==> src/rtl/ccf_grant_segmenter_defines.svh <==
// ----------------------------------------------------------------------------
// Segmenter assertion macros
// Clocked assertion wrappers used by the segmenter RTL.
// ----------------------------------------------------------------------------
`ifndef CCF_GRANT_SEGMENTER_DEFINES_SVH
`define CCF_GRANT_SEGMENTER_DEFINES_SVH

`ifndef NO_ASSERTIONS
// condition implies consequence in the same cycle
`define CGS_ASSERT_IMPL(lbl, cond, cons, msg) \
    lbl: assert property (@(posedge i_clk) disable iff (!i_rst_n) (cond) |-> (cons)) \
        else $error(msg);
// condition implies consequence in the next cycle
`define CGS_ASSERT_NEXT(lbl, cond, cons, msg) \
    lbl: assert property (@(posedge i_clk) disable iff (!i_rst_n) (cond) |=> (cons)) \
        else $error(msg);
`else
`define CGS_ASSERT_IMPL(lbl, cond, cons, msg)
`define CGS_ASSERT_NEXT(lbl, cond, cons, msg)
`endif

`endif

==> src/rtl/cgs_pkg.sv <==
// ----------------------------------------------------------------------------
// Segmenter package
// Shared types and constants of the grant segmenter.
// ----------------------------------------------------------------------------
package cgs_pkg;

    // most segments produced by one input beat
    localparam int MAX_RESULTS = 16;

    // actions
    localparam logic [1:0] ACT_PACKET = 2'd0;
    localparam logic [1:0] ACT_GRANT  = 2'd1;
    localparam logic [1:0] ACT_PIGGY  = 2'd2;

    // configuration register indexes
    localparam logic CFG_SFID = 1'b0;
    localparam logic CFG_UNIT = 1'b1;

    // grant entry
    typedef struct packed {
        logic [15:0] size;
        logic [31:0] deadline;
        logic [7:0]  chan;
    } t_grant;

    // segment descriptor
    typedef struct packed {
        logic [12:0] seq;
        logic        pfi;
        logic [15:0] moff;
        logic [15:0] plen;
        logic [15:0] req;
        logic [7:0]  chan;
        logic [31:0] send;
        logic [4:0]  done;
    } t_seg;

endpackage

==> src/rtl/ccf_grant_segmenter.sv <==
// ----------------------------------------------------------------------------
// Grant segmenter
// Packet-length FIFO, deadline-sorted grant queue and piggyback accumulator;
// emits one segment descriptor per grant used.
// ----------------------------------------------------------------------------
// One input beat is taken only while the block is idle. A grant insert walks
// the sorted grant queue from its tail, moving one entry per read and write
// of the grant memory. The drain then drops each expired grant, places packet
// pieces into each grant used, divides the piggyback request on the last
// queued grant, and delivers each segment, held by any output stall.
// Segments are held one deep so that the final one of a beat can carry last.
// service_flow_id is accepted and takes no part in any output.
module ccf_grant_segmenter #(
    parameter int PACKET_DEPTH = 16,
    parameter int GRANT_DEPTH  = 16,
    parameter int HEADER_BYTES = 8
) (
    input  logic        i_clk,
    input  logic        i_rst_n,
    input  logic        i_cfg_we,
    input  logic        i_cfg_index,
    input  logic [7:0]  i_cfg_data,
    input  logic        i_in_valid,
    output logic        o_in_ready,
    input  logic [1:0]  i_action,
    input  logic [13:0] i_packet_length,
    input  logic [15:0] i_grant_size,
    input  logic [31:0] i_grant_deadline,
    input  logic [7:0]  i_grant_channel,
    input  logic [23:0] i_request_bytes,
    input  logic [31:0] i_now_time,
    output logic        o_out_valid,
    input  logic        i_out_ready,
    output logic [12:0] o_sequence_res,
    output logic        o_pfi,
    output logic [15:0] o_mac_offset,
    output logic [15:0] o_payload_length,
    output logic [15:0] o_request,
    output logic [7:0]  o_channel,
    output logic [31:0] o_send_time,
    output logic [4:0]  o_packets_finished,
    output logic        o_last
);
`include "ccf_grant_segmenter_defines.svh"

    localparam int PIW = (PACKET_DEPTH > 1) ? $clog2(PACKET_DEPTH) : 1;
    localparam int PCW = $clog2(PACKET_DEPTH + 1);
    localparam int GIW = (GRANT_DEPTH > 1) ? $clog2(GRANT_DEPTH) : 1;
    localparam int GCW = $clog2(GRANT_DEPTH + 1);
    localparam int RCW = $clog2(cgs_pkg::MAX_RESULTS + 1);

    localparam logic [3:0] S_IDLE   = 4'd0;
    localparam logic [3:0] S_INS_RD = 4'd1;
    localparam logic [3:0] S_INS_CP = 4'd2;
    localparam logic [3:0] S_CHK    = 4'd3;
    localparam logic [3:0] S_GNT    = 4'd4;
    localparam logic [3:0] S_FLOOP  = 4'd5;
    localparam logic [3:0] S_FSTEP  = 4'd6;
    localparam logic [3:0] S_SEG    = 4'd7;
    localparam logic [3:0] S_DIV    = 4'd8;
    localparam logic [3:0] S_SEGOUT = 4'd9;
    localparam logic [3:0] S_EMIT   = 4'd10;

    // control state
    logic [3:0]     r_state, r_ret;
    logic [PIW-1:0] r_phead, r_ptail;
    logic [PCW-1:0] r_pcount;
    logic [13:0]    r_hoff;
    logic [GIW-1:0] r_ghead;
    logic [GCW-1:0] r_gcount, r_pos;
    logic [12:0]    r_seq;
    logic [23:0]    r_piggy;
    logic [7:0]     r_unit;
    logic [RCW-1:0] r_nres;
    logic           r_pend_v, r_out_v, r_out_last;

    // working registers
    cgs_pkg::t_grant r_newg, r_curg, r_grd;
    cgs_pkg::t_seg   r_pend, r_out, r_seg;
    logic [31:0]     r_now;
    logic [15:0]     r_cap;
    logic            r_is_last;
    logic [13:0]     r_prd;
    logic [8:0]      r_rem;
    logic [23:0]     r_dq;
    logic [4:0]      r_dcnt;

    // memories
    logic [13:0]     pmem [PACKET_DEPTH];
    cgs_pkg::t_grant gmem [GRANT_DEPTH];

    // logical grant position to memory address
    function automatic logic [GIW-1:0] gphys(input logic [GIW-1:0] head,
                                             input logic [GCW-1:0] lpos);
        logic [GIW+1:0] s;
        s = (GIW+2)'(head) + (GIW+2)'(lpos);
        if (s >= (GIW+2)'(GRANT_DEPTH)) s = s - (GIW+2)'(GRANT_DEPTH);
        return s[GIW-1:0];
    endfunction

    logic            accept;
    logic [GIW-1:0]  g_raddr, g_waddr;
    logic            g_we;
    cgs_pkg::t_grant g_wdata;
    logic [13:0]     f_rem;
    logic [15:0]     f_room, f_take;
    logic [14:0]     f_hsum;
    logic [24:0]     pig_sum;
    logic [8:0]      d_try;
    logic [9:0]      d_diff;
    logic [7:0]      d_unit;

    assign accept     = i_in_valid && o_in_ready;
    assign o_in_ready = (r_state == S_IDLE);

    // grant memory port control
    always_comb begin
        g_raddr = (r_state == S_INS_RD) ? gphys(r_ghead, r_pos - GCW'(1)) : r_ghead;
        g_waddr = gphys(r_ghead, r_pos);
        g_we    = 1'b0;
        g_wdata = r_newg;
        if (r_state == S_INS_RD && r_pos == '0) begin
            g_we = 1'b1;
        end else if (r_state == S_INS_CP) begin
            g_we = 1'b1;
            if (r_grd.deadline > r_newg.deadline) g_wdata = r_grd;
        end
    end

    always_ff @(posedge i_clk) begin
        if (g_we) gmem[g_waddr] <= g_wdata;
        r_grd <= gmem[g_raddr];
    end

    always_ff @(posedge i_clk) begin
        if (accept && i_action == cgs_pkg::ACT_PACKET && i_packet_length != '0 &&
            r_pcount < PCW'(PACKET_DEPTH))
            pmem[r_ptail] <= i_packet_length;
        r_prd <= pmem[r_phead];
    end

    // fill step arithmetic
    always_comb begin
        f_rem  = (r_prd > r_hoff) ? r_prd - r_hoff : '0;
        f_room = r_cap - r_seg.plen;
        f_take = (16'(f_rem) < f_room) ? 16'(f_rem) : f_room;
        f_hsum = 15'(r_hoff) + f_take[14:0];
        pig_sum = 25'(r_piggy) + 25'(i_request_bytes);
        d_unit = (r_unit == '0) ? 8'd1 : r_unit;
        d_try  = {r_rem[7:0], r_dq[23]};
        d_diff = 10'(d_try) - 10'(d_unit);
    end

    // sequencer
    always_ff @(posedge i_clk) begin
        if (!i_rst_n) begin
            r_state  <= S_IDLE;
            r_ret    <= S_IDLE;
            r_phead  <= '0;
            r_ptail  <= '0;
            r_pcount <= '0;
            r_hoff   <= '0;
            r_ghead  <= '0;
            r_gcount <= '0;
            r_pos    <= '0;
            r_seq    <= '0;
            r_piggy  <= '0;
            r_unit   <= 8'd1;
            r_nres   <= '0;
            r_dcnt   <= '0;
            r_pend_v <= 1'b0;
            r_out_v  <= 1'b0;
            r_out_last <= 1'b0;
        end else begin
            if (i_cfg_we && i_cfg_index == cgs_pkg::CFG_UNIT) r_unit <= i_cfg_data;
            case (r_state)
                S_IDLE: begin
                    if (accept) begin
                        r_now  <= i_now_time;
                        r_nres <= '0;
                        r_newg <= '{size: i_grant_size, deadline: i_grant_deadline,
                                    chan: i_grant_channel};
                        r_pos  <= r_gcount;
                        case (i_action)
                            cgs_pkg::ACT_PACKET: begin
                                if (i_packet_length != '0 &&
                                    r_pcount < PCW'(PACKET_DEPTH)) begin
                                    r_pcount <= r_pcount + PCW'(1);
                                    r_ptail  <= (r_ptail == PIW'(PACKET_DEPTH - 1)) ?
                                                '0 : r_ptail + PIW'(1);
                                end
                                r_state <= S_CHK;
                            end
                            cgs_pkg::ACT_GRANT: begin
                                r_state <= (r_gcount < GCW'(GRANT_DEPTH)) ?
                                           S_INS_RD : S_CHK;
                            end
                            cgs_pkg::ACT_PIGGY: begin
                                r_piggy <= pig_sum[24] ? 24'hFFFFFF : pig_sum[23:0];
                                r_state <= S_CHK;
                            end
                            default: r_state <= S_CHK;
                        endcase
                    end
                end
                // sorted insert, one entry moved per visit
                S_INS_RD: begin
                    if (r_pos == '0) begin
                        r_gcount <= r_gcount + GCW'(1);
                        r_state  <= S_CHK;
                    end else begin
                        r_state <= S_INS_CP;
                    end
                end
                S_INS_CP: begin
                    if (r_grd.deadline > r_newg.deadline) begin
                        r_pos   <= r_pos - GCW'(1);
                        r_state <= S_INS_RD;
                    end else begin
                        r_gcount <= r_gcount + GCW'(1);
                        r_state  <= S_CHK;
                    end
                end
                // next grant or wrap up the beat
                S_CHK: begin
                    if (r_gcount != '0 && r_pcount != '0 &&
                        r_nres < RCW'(cgs_pkg::MAX_RESULTS)) begin
                        r_state <= S_GNT;
                    end else if (r_pend_v) begin
                        r_out      <= r_pend;
                        r_out_last <= 1'b1;
                        r_out_v    <= 1'b1;
                        r_pend_v   <= 1'b0;
                        r_ret      <= S_IDLE;
                        r_state    <= S_EMIT;
                    end else begin
                        r_state <= S_IDLE;
                    end
                end
                S_GNT: begin
                    if (r_now > r_grd.deadline) begin
                        r_ghead  <= (r_ghead == GIW'(GRANT_DEPTH - 1)) ?
                                    '0 : r_ghead + GIW'(1);
                        r_gcount <= r_gcount - GCW'(1);
                        r_state  <= S_CHK;
                    end else begin
                        r_curg    <= r_grd;
                        r_is_last <= (r_gcount == GCW'(1));
                        r_cap     <= (r_grd.size > 16'(HEADER_BYTES)) ?
                                     r_grd.size - 16'(HEADER_BYTES) : '0;
                        r_seg     <= '0;
                        r_state   <= S_FLOOP;
                    end
                end
                S_FLOOP: begin
                    r_state <= (r_seg.plen < r_cap && r_pcount != '0) ? S_FSTEP : S_SEG;
                end
                // place one packet piece
                S_FSTEP: begin
                    if (r_hoff == '0 && !r_seg.pfi) begin
                        r_seg.pfi  <= 1'b1;
                        r_seg.moff <= r_seg.plen;
                    end
                    r_seg.plen <= r_seg.plen + f_take;
                    if (f_hsum >= 15'(r_prd)) begin
                        r_hoff   <= '0;
                        r_pcount <= r_pcount - PCW'(1);
                        r_phead  <= (r_phead == PIW'(PACKET_DEPTH - 1)) ?
                                    '0 : r_phead + PIW'(1);
                        r_seg.done <= r_seg.done + 5'd1;
                    end else begin
                        r_hoff <= f_hsum[13:0];
                    end
                    r_state <= S_FLOOP;
                end
                S_SEG: begin
                    r_ghead  <= (r_ghead == GIW'(GRANT_DEPTH - 1)) ? '0 : r_ghead + GIW'(1);
                    r_gcount <= r_gcount - GCW'(1);
                    r_seg.chan <= r_curg.chan;
                    r_seg.send <= r_curg.deadline;
                    if (r_seg.plen == '0) begin
                        r_state <= S_CHK;
                    end else if (r_piggy != '0 && r_is_last) begin
                        r_rem   <= '0;
                        r_dq    <= r_piggy;
                        r_dcnt  <= '0;
                        r_piggy <= '0;
                        r_state <= S_DIV;
                    end else begin
                        r_state <= S_SEGOUT;
                    end
                end
                // restoring divide, one quotient bit per cycle
                S_DIV: begin
                    if (!d_diff[9]) begin
                        r_rem <= d_diff[8:0];
                        r_dq  <= {r_dq[22:0], 1'b1};
                    end else begin
                        r_rem <= d_try;
                        r_dq  <= {r_dq[22:0], 1'b0};
                    end
                    r_dcnt <= r_dcnt + 5'd1;
                    if (r_dcnt == 5'd23) r_state <= S_SEGOUT;
                end
                // flush the held segment, then hold this one
                S_SEGOUT: begin
                    if (r_pend_v) begin
                        r_out      <= r_pend;
                        r_out_last <= 1'b0;
                        r_out_v    <= 1'b1;
                        r_pend_v   <= 1'b0;
                        r_ret      <= S_SEGOUT;
                        r_state    <= S_EMIT;
                    end else begin
                        r_pend <= '{seq: r_seq, pfi: r_seg.pfi, moff: r_seg.moff,
                                    plen: r_seg.plen,
                                    req: (r_piggy == '0 && r_is_last && r_dcnt == 5'd24) ?
                                         ((r_dq[23:16] != '0) ? 16'hFFFF : r_dq[15:0]) :
                                         16'd0,
                                    chan: r_seg.chan, send: r_seg.send,
                                    done: r_seg.done};
                        r_pend_v   <= 1'b1;
                        r_seq      <= r_seq + 13'd1;
                        r_nres     <= r_nres + RCW'(1);
                        r_dcnt     <= '0;
                        r_state    <= S_CHK;
                    end
                end
                S_EMIT: begin
                    if (i_out_ready) begin
                        r_out_v <= 1'b0;
                        r_state <= r_ret;
                    end
                end
                default: r_state <= S_IDLE;
            endcase
        end
    end

    assign o_out_valid        = r_out_v;
    assign o_sequence_res     = r_out.seq;
    assign o_pfi              = r_out.pfi;
    assign o_mac_offset       = r_out.moff;
    assign o_payload_length   = r_out.plen;
    assign o_request          = r_out.req;
    assign o_channel          = r_out.chan;
    assign o_send_time        = r_out.send;
    assign o_packets_finished = r_out.done;
    assign o_last             = r_out_last;

    `CGS_ASSERT_IMPL(a_idle_no_out, r_state == S_IDLE, !r_out_v, "result pending while idle")
    `CGS_ASSERT_IMPL(a_pcount, 1'b1, r_pcount <= PCW'(PACKET_DEPTH), "packet count overflow")
    `CGS_ASSERT_IMPL(a_gcount, 1'b1, r_gcount <= GCW'(GRANT_DEPTH), "grant count overflow")
    `CGS_ASSERT_NEXT(a_emit_done, r_state == S_EMIT && i_out_ready,
                     !r_out_v, "segment not retired after beat")

endmodule

==> config.mk <==
export PLATFORM = sky130hd
export DESIGN_NAME = ccf_grant_segmenter
export DESIGN_NICKNAME = d
export VERILOG_FILES = /design/src/rtl/cgs_pkg.sv /design/src/rtl/ccf_grant_segmenter.sv
export VERILOG_INCLUDE_DIRS = /design/src /design/src/rtl
export SDC_FILE = /design/constraint.sdc
export NUM_CORES = 2
export LEC_CHECK = 0
export BUFFER_PORTS_ARGS = -buffer_cell sky130_fd_sc_hd__buf_2
export CAP_MARGIN = 20
export CORE_MARGIN = 2
export CORE_UTILIZATION = 62
export DETAILED_ROUTE_END_ITERATION = 16
export GPL_ROUTABILITY_DRIVEN = 0
export GPL_TIMING_DRIVEN = 0
export PLACE_DENSITY = 0.8
export SETUP_SLACK_MARGIN = 0.02
export SYNTH_ARGS = -nofsm -noshare
export SYNTH_HDL_FRONTEND = slang
export SYNTH_SLANG_ARGS = --single-unit
==> constraint.sdc <==
create_clock -name i_clk -period 17.8 [get_ports i_clk]
set_input_delay 3.56 -clock i_clk [delete_from_list [all_inputs] [get_ports i_clk]]
set_output_delay 3.56 -clock i_clk [all_outputs]
set_load 0.02 [all_outputs]
# [Word level (Yosys, flattened, before mapping)]
# Memory sizes are Yosys's and may differ from the RTL's. A register that Yosys moved wholly into a read port is not among the register bits.
# Cells that the tools add are included.
[classes] addsub=23 n_reduce_logical=61 n_mux=94 magnitude_cmp=12 bitwise_logic=2 eq_ne=37
[ops] op="$mux W107" n=2
[ops] op="$pmux W107 S2" n=1
[ops] op="$mux W24" n=7
[ops] op="$mux W56" n=3
[ops] op="$pmux W24 S2" n=2
[ops] op="$mux W94" n=1
[ops] op="$pmux W40 S2" n=1
[ops] op="$mux W5" n=15
[ops] op="$mux W4" n=17
[ops] op="$pmux W33 S2" n=1
[ops] op="$gt A32 B32 Y1" n=2
[ops] op="$pmux W4 S11" n=1
[ops] op="$pmux W5 S2" n=4
[ops] op="$mux W16" n=2
[ops] op="$mux W8" n=4
[ops] op="$reduce_and A3 Y1" n=10
[ops] op="$mux W14" n=2
[ops] op="$reduce_and A4 Y1" n=7
[ops] op="$ne A2 B2 Y1 const B" n=13
[ops] op="$add A24 B24 Y25" n=1
[ops] op="$add A5 B1 Y5 const B" n=5
[ops] op="$eq A4 B4 Y1 const B" n=6
[ops] op="$logic_not A24 Y1" n=1
[ops] op="$reduce_bool A24 Y1" n=1
[ops] op="other kinds (53)" n=120
[word_totals] regBits=576 mem_count=2 ramBits=1120 in_bits=142 wordCells=280 out_inout_bits=110
[mem_list] name="gmem" words=16 word_bits=56 rd=1 rd_ports_with_merged_regs=1 write_ports=1 line_no="ccf_grant_segmenter.sv:90" rtl="cgs_pkg::t_grant gmem [GRANT_DEPTH];"
[mem_list] name="pmem" words=16 word_bits=14 rd=1 rd_ports_with_merged_regs=1 write_ports=1 line_no="ccf_grant_segmenter.sv:89" rtl="logic [13:0] pmem [PACKET_DEPTH];"

# [Longest topological paths before layout]
[depth] depth_word=8 mapped_depth=41 ltp_nobuf=39

# [Worst setup path before layout]
# OpenSTA, ideal clock, no wires.
[synth_timing] kind="in2reg" from="input port i_rst_n" to="register r_pend[0] in the netlist's numbering, enable pin" arrival_ps=8775 path_slack_ps=8451 setup_time_ps=574 cell_stages=5 required_time_ps=17226 path_buffers=3 path_cell_list="clkbuf_1 inv_1 clkbuf_1 clkbuf_1 nor2_1"
[synth_via] elab_chain_len=1
[synth_lines] item="start: declaration" line_no="ccf_grant_segmenter.sv:19" rtl="input logic i_rst_n,"
[synth_lines] item="$reduce_and A3 Y1 (no source line)"
[synth_lines] item="end signal: assignment" line_no="ccf_grant_segmenter.sv:315" rtl="r_pend <= '{seq: r_seq, pfi: r_seg.pfi, moff: r_seg.moff,"
[synth_lines] item="end: declaration" line_no="ccf_grant_segmenter.sv:79" rtl="cgs_pkg::t_seg r_pend, r_out, r_seg;"
# Every way passes these cells.
# A chain may end at the register's enable or synchronous reset.

# [Worst setup path after layout]
[layout_timing] from="register r_hoff[0]" to="register r_seg[2] in the netlist's numbering, enable pin"
[layout_via] elab_chain_len=8 elab_cells_between_ends=9 classes_between="add/sub: 2; order compare: 3; eq/ne: 1; mux: 2; reduce/logical: 1"
[layout_lines] item="start: declaration" line_no="ccf_grant_segmenter.sv:68" rtl="logic [13:0] r_hoff;"
[layout_lines] item="start signal: assignment" line_no="ccf_grant_segmenter.sv:272" rtl="r_hoff <= f_hsum[13:0];"
[layout_lines] item="$sub A14 B14 Y14 or $gt A14 B14 Y1 (tied branches)" line_no="ccf_grant_segmenter.sv:144" rtl="f_rem = (r_prd > r_hoff) ? r_prd - r_hoff : '0;"
[layout_lines] item="$mux W14" line_no="ccf_grant_segmenter.sv:144"
[layout_lines] item="$lt A14 B16 Y1" line_no="ccf_grant_segmenter.sv:146" rtl="f_take = (16'(f_rem) < f_room) ? 16'(f_rem) : f_room;"
[layout_lines] item="$mux W16" line_no="ccf_grant_segmenter.sv:146"
[layout_lines] item="$add A14 B15 Y15 *" line_no="ccf_grant_segmenter.sv:147" rtl="f_hsum = 15'(r_hoff) + f_take[14:0];"
[layout_lines] item="$ge A15 B14 Y1 *" line_no="ccf_grant_segmenter.sv:265" rtl="if (f_hsum >= 15'(r_prd)) begin"
[layout_lines] item="$ne A2 B2 Y1 (no source line) *"
[layout_lines] item="$reduce_and A4 Y1 (no source line) *"
[layout_lines] item="end: declaration" line_no="ccf_grant_segmenter.sv:79"
# Every way passes the cells marked *; elsewhere a longest branch is shown, timed or not.

==> results.cfg <==
[power]
seqPwrFrac_pct = 48.2
switching_power_w = 0.00286
leakagePower_nw = 29.1
internal_power_w = 0.00763
swShare_pct = 27.3
p_per_area_nw_per_um2 = 127
irDropWorstVdd_mv = 0.104
clkPwrFrac_pct = 34.6
comb_power_share_pct = 17.3
power.total_w = 0.0105

[cts]
cts_root_buffer = clkbuf_16
clkLatencyLatePin_ps = 800
cts_tree = built
clock_sinks = 1763
cts-hold-fix-buffers = 0
clk_pin_slew_ps = 70
cts_resized = 0
clock_path_buffers = 3
post_cts_buffers = 0
htreeDepth = 4
numCtsBuffers = 170

[drt]
wl_met3_mm = 19.4
drtAntennaViolNets = 0
wirelength_mm = 179
vias = 41800
dr.pass1.iters = 8
drcViolationCount = 0
wl_met2_mm = 86.7
routed.top_layer = met5
drt_iter0_drc = 5009
routedWlPerCell_um = 27.7
wl_met1_mm = 64.9
via_per_inst = 6.45

[logic_synthesis]
ys_warn_count = 0
synth_nets = 4646
ys_ff_latch = 1763
synth_cell_types = 80
syn_area_um2 = 72000
async_flop_share_pct = 0
postSynthCellCount = 4288
synth-edff-count = 1589
avgSynthCellArea_um2 = 16.8
ys.flop_type = edfxtp_1
seq_area_frac_synth_pct = 71.1

[setup_path]
crit_slowest_cell = o211ai_1
crit_buf_inv = 5
r2r_cells = 39
slowest_delay_ps = 640
worst_ep_required_time_ps = 18220
crit_path_frequent_cell = a21o_1
crit_fanout = 10
regToRegSetupSlack_ps = 7720
r2r-start = r_hoff[0]
timing.rr.end = r_seg[2]
cp.arrival_ps = 10500
worstSetupPathDepth = 39
crit_type = reg -> reg
path_delay_family = compound AO/OA/AOI/OAI gates
cp-end-kind = flop
start_kind = flop

[hold_path]
min_from = r_pend[77]
hold_path_end = o_mac_offset[0]
hold_depth = 0
hold_path_class = reg -> reg

[timing]
grt_setup_unrepaired = false
slew-limit-headroom_pct = 23.7
setup_viol = 0
fin_crit_sh_pct = 56.6
tns_ps = 0
fin_skew_ps = 36.6
clock.fmax_mhz = 99.2
fin_crit_ps = 10080
hold_viol_final = 0
maxSlewViolCount = 0
tightest_slew_ps = 1140

[cells_and_area]
num-nets-final = 5155
syn2layout_area_growth_pct = 14.3
drive_above_1_share_pct = 20.9

[place]
port_buffers = 248
hpwlAfterDp_mm = 117

[floorplanning]
die_area_um2 = 119000
fp-row-count = 125
die_h_um = 345
fp.coreArea_um2 = 116000
io_pins = 252
fp.dieW_um = 345
start_util_pct = 62.3

[outcome]
outcome = completed

[global_route]
overflow = 0
grt_max_degree = 37
antenna_found_initial = 13
first_global_vias = 41900
track_usage_pct = 30.5
grt_pass1_wl_mm = 264

[job]
drv_cap = 0
[worst reg2reg max path, delay by kind of cell (launching register included)]
| family | cells | cell delay [ps] |
|---|---|---|
| buffers and inverters | 5 | 1170 |
| DFF | 1 | 400 |
| xor gates and xnor gates | 1 | 80 |
| muxes | 1 | 410 |
| and+or+nand+nor | 4 | 510 |
| adders and majority gates | 6 | 1960 |
| AOI/OAI and AO/OA | 22 | 5140 |
[synth_stat cells, types with 41 or more instances]
| cell type | number | area share (%) |
|---|---|---|
| mux4_2 | 294 | 9.2 |
| a211oi_1 | 82 | 0.85 |
| nor2_1 | 182 | 0.95 |
| o21ai_0 | 125 | 0.87 |
| dfxtp_1 | 174 | 4.8 |
| buf_2 | 41 | 0.28 |
| a21o_1 | 42 | 0.44 |
| and3_1 | 54 | 0.47 |
| nand2_1 | 292 | 1.5 |
| clkbuf_1 | 104 | 0.54 |
| xor2_1 | 52 | 0.63 |
| ha_1 | 207 | 3.6 |
| mux2i_1 | 80 | 1.1 |
| a21oi_1 | 179 | 1.2 |
| edfxtp_1 | 1589 | 66 |
| xnor2_1 | 53 | 0.64 |
| inv_1 | 167 | 0.87 |
| nor3_1 | 46 | 0.32 |
| nor2b_1 | 82 | 0.71 |
| nand3_1 | 52 | 0.36 |
[cell usage in the layout (no fill, tap or decap), types with 21 or more instances in the layout]
master,instances
buf_2,304
ha_1,207
and3_1,54
clkbuf_16,175
buf_12,40
mux2_2,32
o21a_1,38
nand4_1,30
nand3_1,52
nor2b_1,82
inv_1,167
a21o_1,42
nor2_1,151
mux4_2,294
a21oi_1,178
buf_4,31
xnor2_1,53
a211oi_1,82
nor4_1,29
clkinv_1,21
mux2i_1,80
nand2_1,292
nor3_1,41
dfxtp_1,174
o21ai_0,113
xor2_1,52
clkinv_2,23
clkbuf_1,153
edfxtp_1,1589
[per-stage QoR]
stage	util, %	setup WS, ps	cell area [um2]	hold WS, ps	cells
after detailed placement	66.2	8080	76700	405	6147
after global routing	71.1	7180	82300	418	6472
after global placement	65.0	5550	75200	400	6060
final	71.1	7720	82300	411	6475
after floorplan	-	8450	72000	400	4288
after CTS	71.1	7960	82300	405	6467
[area by class of cell]
cell class                      instances  area (um2)
Sequential cell                      1763       51200
Fill cell                            6866       33400
Timing Repair Buffer                  337        2530
Clock inverter                         78         832
Buffer                                174         768
Inverter                              167         627
Clock buffer                          242        4810
Antenna cell                            6        15.0
Multi-Input combinational cell       2184       19700
Tap cell                             1524        1910
[power groups by stage]
stage | Clock (W) | Sequential [W] | Combinational (W)
5_1_grt | 0.00380 | 0.00505 | 0.00193
2_1_floorplan | 0 | 0.00501 | 0.00118
6_report | 0.00362 | 0.00505 | 0.00181
3_5_place_dp | 0 | 0.00512 | 0.00174
3_3_place_gp | 0 | 0.00514 | 0.00162
4_1_cts | 0.00364 | 0.00504 | 0.00179
[sequential cells by signal, summed over array words and instances (netlist names), 24 cells and up]
name,count
pmem,224
r_curg,40
gmem,896
r_dq,24
r_newg,56
r_grd,56
o_send_time,32
r_seg,78
r_now,32
r_pend,107
r_piggy,24
[layer usage]
| layer | vias up | track usage (%) |
|---|---|---|
| li1 | 17800 | - |
| met1 | 20700 | 40.3 |
| met2 | 2628 | 49.2 |
| met3 | 547 | 6.66 |
| met4 | 16 | 13.3 |
| met5 | - | 0 |
[worst max path at each step]
stage               startpoint         end  slack, ps
detailed placement   r_hoff[0]    r_seg[3]       8080
finish               r_hoff[0]    r_seg[2]       7720
floorplan              i_rst_n   r_pend[0]       8450
CTS                  r_hoff[0]    r_seg[2]       7960
global route         r_hoff[0]    r_seg[2]       7180
global placement       i_rst_n  r_pend[17]       5550
[cells by family (layout without fill, tap and decap cells)]
family / count (synthesis) / after routing / share of synthesized area, %
AOI/OAI and AO/OA: 590 / 590 / 5.26
xor gates and xnor gates: 105 / 105 / 1.28
muxes: 406 / 406 / 10.8
other: 1 / 7 / 0.00520
adders and majority gates: 216 / 216 / 3.84
buffers and inverters: 341 / 998 / 1.94
DFF: 1763 / 1763 / 71.1
and+or+nand+nor: 866 / 866 / 5.81
(Power assumes the default switching activity.)
